==> src/rtl/bb3_pkg.sv <==
`timescale 1ns / 1ps
// ----------------------------------------------------------------------------
// bb3_pkg
// Shared types and constants of the 3x3 RGB box blur: pixel, window column,
// column sums, beat structs, configuration register indexes.
// ----------------------------------------------------------------------------
package bb3_pkg;

  // Default size limits of the frame
  localparam int MAX_WIDTH_DEF  = 1024;
  localparam int MAX_HEIGHT_DEF = 4096;

  // Register reset values
  localparam int WIDTH_RST  = 1024;
  localparam int HEIGHT_RST = 768;

  // Configuration port
  localparam int CFG_DATA_W = 13;
  localparam int CFG_IMG_W  = 11;
  localparam int CFG_IMG_H  = 13;

  typedef enum logic [0:0] {
    CFG_IMAGE_WIDTH  = 1'b0,
    CFG_IMAGE_HEIGHT = 1'b1
  } bb3_cfg_idx_t;

  // Field widths of the result beat
  localparam int OUT_COL_W = 10;
  localparam int OUT_ROW_W = 12;

  // Divide by 9: floor(s * 3641 / 2^15) is exact for s <= 9 * 255
  localparam int SUM_W  = 12;
  localparam int QMUL   = 3641;
  localparam int QSHIFT = 15;
  localparam int PROD_W = 24;

  // Result queue
  localparam int FIFO_DEPTH = 16;
  localparam int FIFO_AW    = 4;
  localparam int RES_MAX    = 3;
  localparam int FILL_W     = FIFO_AW + 2;

  typedef struct packed {
    logic [7:0] red;
    logic [7:0] green;
    logic [7:0] blue;
  } bb3_pix_t;

  // One window column: rows r-2, r-1, r
  typedef struct packed {
    bb3_pix_t top;
    bb3_pix_t mid;
    bb3_pix_t bot;
  } bb3_col_t;

  // Per-channel sum of one column (3 x 255 max)
  typedef struct packed {
    logic [9:0] red;
    logic [9:0] green;
    logic [9:0] blue;
  } bb3_csum_t;

  // Per-channel sum of the full window (9 x 255 max)
  typedef struct packed {
    logic [SUM_W-1:0] red;
    logic [SUM_W-1:0] green;
    logic [SUM_W-1:0] blue;
  } bb3_wsum_t;

  // Line buffer word: rows r-2 and r-1 of one column
  typedef struct packed {
    bb3_pix_t older;
    bb3_pix_t newer;
  } bb3_line_t;

  // Position flags of one pixel
  typedef struct packed {
    logic r_ge1;
    logic r_ge2;
    logic c_ge1;
    logic c_ge2;
    logic last_col;
    logic last_row;
  } bb3_flags_t;

  typedef struct packed {
    logic [7:0] in_red;
    logic [7:0] in_green;
    logic [7:0] in_blue;
  } bb3_in_t;

  typedef struct packed {
    logic [7:0]           out_red;
    logic [7:0]           out_green;
    logic [7:0]           out_blue;
    logic [OUT_COL_W-1:0] out_col;
    logic [OUT_ROW_W-1:0] out_row;
    logic                 run_last;
  } bb3_out_t;

endpackage

==> src/rtl/bb3_cell.sv <==
`timescale 1ns / 1ps
// ----------------------------------------------------------------------------
// bb3_cell
// One column of the 3x3 window. Loads its column on each pixel (newest cell:
// from line buffer, others: from neighbor), keeps its per-channel column sum.
// ----------------------------------------------------------------------------
module bb3_cell
  import bb3_pkg::*;
(
  input  logic      clk,
  input  logic      shift_en,
  input  bb3_col_t  col_in,
  output bb3_col_t  col_out,
  output bb3_csum_t sum_out
);

  bb3_col_t  col_r;
  bb3_csum_t sum_r;
  bb3_csum_t sum_nxt;

  // Column sum of the incoming column
  always_comb begin
    sum_nxt.red   = 10'(col_in.top.red)   + 10'(col_in.mid.red)   + 10'(col_in.bot.red);
    sum_nxt.green = 10'(col_in.top.green) + 10'(col_in.mid.green) + 10'(col_in.bot.green);
    sum_nxt.blue  = 10'(col_in.top.blue)  + 10'(col_in.mid.blue)  + 10'(col_in.bot.blue);
  end

  always_ff @(posedge clk) begin
    if (shift_en) begin
      col_r <= col_in;
      sum_r <= sum_nxt;
    end
  end

  assign col_out = col_r;
  assign sum_out = sum_r;

endmodule

==> config.mk <==
export PLATFORM = sky130hd
export DESIGN_NAME = bb3_cell
export DESIGN_NICKNAME = d
export VERILOG_FILES = /design/src/rtl/bb3_pkg.sv /design/src/rtl/bb3_cell.sv
export SDC_FILE = /design/constraint.sdc
export NUM_CORES = 1
export LEC_CHECK = 0
export BUFFER_PORTS_ARGS = -buffer_cell sky130_fd_sc_hd__buf_2
export CAP_MARGIN = 0
export CORE_MARGIN = 8
export CORE_UTILIZATION = 40
export DETAILED_ROUTE_END_ITERATION = 8
export PLACE_DENSITY = 0.79
export RECOVER_POWER = 50
export SETUP_SLACK_MARGIN = 0.5
export SLEW_MARGIN = 20
export SYNTH_ARGS = -nofsm -noshare
export SYNTH_HDL_FRONTEND = slang
export SYNTH_SLANG_ARGS = --single-unit
==> constraint.sdc <==
create_clock -name clk -period 2.7 [get_ports clk]
set_input_delay 0.27 -clock clk [delete_from_list [all_inputs] [get_ports clk]]
set_output_delay 0.27 -clock clk [all_outputs]
set_load 0.01 [all_outputs]
==> results.toml, run 1 <==
[status]
outcome = "complete, no violations"

[worst_setup_path]
crit_fanout = 3
cp.required_ps = 2800
cp_slowest_stage_delay_ps = 480
crit_chain = "clkbuf_1, fa_1, ha_1, fa_1, a21oi_1, o211ai_1, a21oi_1, xnor2_1"
critPathSlowestCell = "fa_1"
critical_path_arrival_ps = 2180
cp-start-kind = "input pin"
cp-end-kind = "flop"
path_class = "in2reg"
startpoint = "col_in[17]"

[synthesis]
synth.distinct_cells = 23
avgSynthCellArea_sq_um = 16.9
ys_seq_elements = 102
synth_area_leader_cell = "edfxtp_1"
synth_top_area_share = 0.678
synth_area_sq_mm = 0.00451
syn_nets = 389
synthTopCellsByArea = "edfxtp_1 (68%), fa_1 (12%), ha_1 (5.8%), inv_1 (2.8%), xnor2_1 (2.3%)"
syn_inst = 267
yosys_warnings = 0
ys_seq_area_frac = 0.678

[die]
rows = 38
core_sq_mm = 0.0109
initial_core_util = 0.413
ioPinCount = 176
dieArea_sq_mm = 0.0149
dieHeight_um = 122
die_x_um = 122

[pwr]
sw_frac_of_total = 0.268
intPower_uw = 3110
power.switching_uw = 1140
combPwrFrac = 0.220
pwr-share-seq = 0.482
vdd_drop_max_mv = 0.318
power.leakage_uw = 0.00227
pwr-share-clk = 0.297
p_per_area_mw_per_mm2 = 737

[place]
placed_area_sq_mm = 0.00559
gp_congestion = 0.742
placed_cells = 583
dp_hpwl_mm = 8.13
io_buffers = 175

[cts]
cts_buffers = 9
clk_pin_slew_ps = 70
htreeDepth = 3
root_buffer = "clkbuf_16"
hold_buffers = 0
cts_tree = "built"
postCtsSetupRepairBufs = 0
cts_resized = 0
cts.sinks = 102
cts_buffer_depth = 2

[sta]
drv_slew = 0
hold_viol = 0
period_minus_slack_ps = 2080
relSlewSlack = 0.195
setup_violations = 0
whs_ps = 116
fmax_mhz = 480
setup-tns-final_ps = 0
worstMarginPinSlew_ps = 1210
rsz0062_at_grt = "no"
finalCritPeriodShare = 0.772

[global_route]
grt_pass1_vias = 3112
antenna_found_initial = 0
grt_usage = 0.132
grt_max_degree = 56
grt-ovfl-total = 0
grt_pass1_wl_mm = 15.3

[hold_path]
holdCritStartpoint = "col_in[64]"
whs_path_depth = 1
holdPathEnd = "col_out[64]$_DFFE_PP_"
hp-class = "in2reg"

[cells_and_area]
final_cell_mix = "edfxtp_1 (102), clkbuf_1 (96), buf_2 (79)"
drive_above_1_share = 0.211
layout_commonest_cell = "edfxtp_1"
instances_no_fill = 599
utilization = 0.527
antenna_cells = 0
area_growth_syn_to_layout_pct = 27.7
final_area_sq_mm = 0.00576
fin_nets = 576

[detailed_routing]
dr.pass1.iters = 4
wire_per_inst_um = 16.7
drtIter0Drc = 155
drtAntennaViolNets = 0
wl_mm = 10.0
num_vias = 2841
route.detailed.drc = 0
vias_per_cell = 4.74

[flow_run]
maxCapViolCount = 0
flip-flops by register name, summed over array words and instances, names as in the netlist:
signal	flops
col_out	72
sum_out	30
cells in the mapped netlist:
master and n:
a21oi_1 19, a221oi_1 2, edfxtp_1 102, fa_1 27
ha_1 21, inv_1 34, nand2_1 9, nand2b_1 1
nand3_1 1, nor2_1 4, nor2b_1 3, nor2b_4 1
nor3_1 4, nor4_1 2, o211a_1 1, o211ai_1 7
o21a_1 3, o21ai_0 7, o31a_1 1, or3_1 1
or4_1 1, xnor2_1 12, xor2_1 4
layout make-up:
class,count,area (sq um)
well taps,140,175
clock buffers,11,233
multi-input cells,131,1330
repair buffers,176,777
inverters,34,128
flip-flops and latches,102,3060
fillers,986,5170
clock inverters,5,60.1
routing by layer:
| metal | share of wire | vias up | GRT usage |
|---|---|---|---|
| met1 | 0.37 | 1373 | 0.141 |
| met3 | 0.11 | 11 | 0.0547 |
| met5 | 0 | - | 0 |
| li1 | - | 1344 | - |
| met2 | 0.51 | 113 | 0.229 |
| met4 | 0.015 | 0 | 0.0548 |
kinds of logic (layout without fill, tap and decap cells):
family / after synthesis / in the layout / share of synthesized area
XOR/XNOR: 16 / 16 / 0.0310
AO/OA/AOI/OAI: 40 / 40 / 0.0535
adder cells (fa/ha/maj): 48 / 48 / 0.178
AND/OR/NAND/NOR: 27 / 27 / 0.0308
flip-flops: 102 / 102 / 0.678
buffers and inverters: 34 / 226 / 0.0283
critical path: cells and delay by family:
family / cells / cell delay [ps]
XOR/XNOR: 1 / 70
buffers and inverters: 1 / 110
AO/OA/AOI/OAI: 3 / 580
adder cells (fa/ha/maj): 3 / 1160
through the flow:
step	total power, uW	worst slack [ps]
floorplan	2620	524
global placement	3010	299
detailed placement	3060	230
CTS	4330	592
global route	4460	511
finish	4250	616
power by group through the flow:
stage	combinational [uW]	sequential [uW]	clock (uW)
6_report	936	2050	1260
3_5_place_dp	970	2090	0
4_1_cts	975	2050	1300
2_1_floorplan	431	2190	0
3_3_place_gp	936	2070	0
5_1_grt	1040	2070	1350
how the worst max path moves through the flow:
stage	to	cells after the start
floorplan	sum_out[17]$_DFFE_PP_	7
global placement	sum_out[17]$_DFFE_PP_	8
detailed placement	sum_out[17]$_DFFE_PP_	8
CTS	sum_out[17]$_DFFE_PP_	8
global route	sum_out[27]$_DFFE_PP_	8
finish	sum_out[27]$_DFFE_PP_	8
No activity file was read; power rests on OpenSTA's default activity.
==> run 2, diff against run 1 <==
clock period = 2.2 ns   (was 2.7 ns; I/O delays follow)
==> run 2 against run 1 <==
Utilization is 4.1 points higher. Non-clock buffer count grew 17. Sequential share of layout area shrank 3.9 points.
==> results.toml, run 2 (same netlist as run 1, synthesis figures left out) <==
[worst_setup_path]
cp_slowest_stage_delay_ps = 520
critPathSlowestCell = "fa_1"
cp.required_ps = 2290
crit_fanout = 3
critical_path_arrival_ps = 2020
cp-start-kind = "input pin"
crit_chain = "clkbuf_1, fa_1, ha_4, fa_2, a21oi_4, o211ai_1, a21oi_1, xnor2_1"
path_class = "in2reg"
cp-end-kind = "flop"

[global_route]
grt_pass1_wl_mm = 16.0
antenna_found_initial = 0
grt-ovfl-total = 0
grt_usage = 0.137
grt_pass1_vias = 3233
grt_max_degree = 103

[cts]
clk_pin_slew_ps = 70
htreeDepth = 3
cts.sinks = 102
cts_buffers = 9
root_buffer = "clkbuf_16"
cts_buffer_depth = 2
cts_tree = "built"
hold_buffers = 0

[pwr]
p_per_area_mw_per_mm2 = 906
total_power_uw = 5630
power.leakage_uw = 0.00246
vdd_drop_max_mv = 0.451

[hold_path]
hp-class = "in2reg"

[cells_and_area]
area_growth_syn_to_layout_pct = 37.6
final_cell_mix = "buf_2 (112), edfxtp_1 (102), clkbuf_1 (64)"
layout_commonest_cell = "buf_2"
antenna_cells = 0
largest_reg_flops = 72
drive_above_1_share = 0.398
fin_nets = 593

[detailed_routing]
route.detailed.drc = 0
dr.pass1.iters = 5
wire_per_inst_um = 17.4
wl_mm = 10.7
vias_per_cell = 4.79
drtIter0Drc = 200
num_vias = 2947
drtAntennaViolNets = 0

[place]
gp_congestion = 0.780
dp_hpwl_mm = 8.01
post-place-ws_ps = -119
io_buffers = 175

[die]
core_sq_mm = 0.0109
ioPinCount = 176
die_x_um = 122
rows = 38
dieHeight_um = 122
dieArea_sq_mm = 0.0149
initial_core_util = 0.413

[sta]
finalCritPeriodShare = 0.876
hold_viol = 0
worstMarginPinSlew_ps = 1410
fmax_mhz = 519
setup_violations = 0
setup_slack_ps = 274
period_minus_slack_ps = 1930
rsz0062_at_grt = "yes"
drv_slew = 0
relSlewSlack = 0.0628

[flow_run]
maxCapViolCount = 0

[status]
outcome = "complete, no violations"
[run 2: changes by cell type in the layout (fill, tap and decap cells not counted), sizes merged]
cell / delta
buf: +48
clkbuf: -31
clkinv: -2
bufinv: +1
[run 2: final timing paths]
check | from | to | slack [ps] | cells after the start
max | col_in[65] | sum_out[27]$_DFFE_PP_ | 270 | 8
min | col_in[23] | col_out[23]$_DFFE_PP_ | 70 | 1
[run 2: critical path: cells and delay by family]
kind | cells | cell delay (ps)
AO/OA/AOI/OAI | 3 | 510
buffers and inverters | 1 | 100
XOR/XNOR | 1 | 90
adder cells (fa/ha/maj) | 3 | 1090
[run 2: area by class of cell]
cell class,instances,area (sq um)
Clock buffer,11,233
Timing Repair Buffer,193,951
Clock inverter,4,72.6
Sequential cell,102,3060
Inverter,34,128
Fill cell,912,4720
Multi-Input combinational cell,131,1590
Tap cell,140,175
[run 2: metrics by stage]
| stage | cell area [sq um] | utilization | TNS [ps] | instances | hold slack [ps] |
|---|---|---|---|---|---|
| after floorplan | 4650 | - | 0 | 267 | 319 |
| after global placement | 5760 | 0.527 | -94.5 | 588 | 413 |
| after detailed placement | 5760 | 0.527 | -220 | 588 | 413 |
| after CTS | 6180 | 0.565 | 0 | 610 | 50.5 |
| after global routing | 6210 | 0.568 | 0 | 615 | 51.6 |
| final | 6210 | 0.568 | 0 | 615 | 69.6 |
[run 2: per-layer routing]
metal,GRT usage,share of wire
met1,0.148,0.35
met2,0.243,0.54
met3,0.0446,0.090
met4,0.0571,0.021
met5,0,0
[run 2: report_power, final]
part / switching (uW) / internal (uW)
combinational: 788 / 687
clock: 659 / 990
sequential: 54.8 / 2450
[run 2: what timing repair did]
| action | in CTS | in global routing |
|---|---|---|
| hold endpoints to repair | 0 | 0 |
| setup endpoints to repair | 11 | 14 |
| pin swaps | 16 | 21 |
| buffers inserted | 7 | 5 |
| gates resized for setup | 12 | 29 |
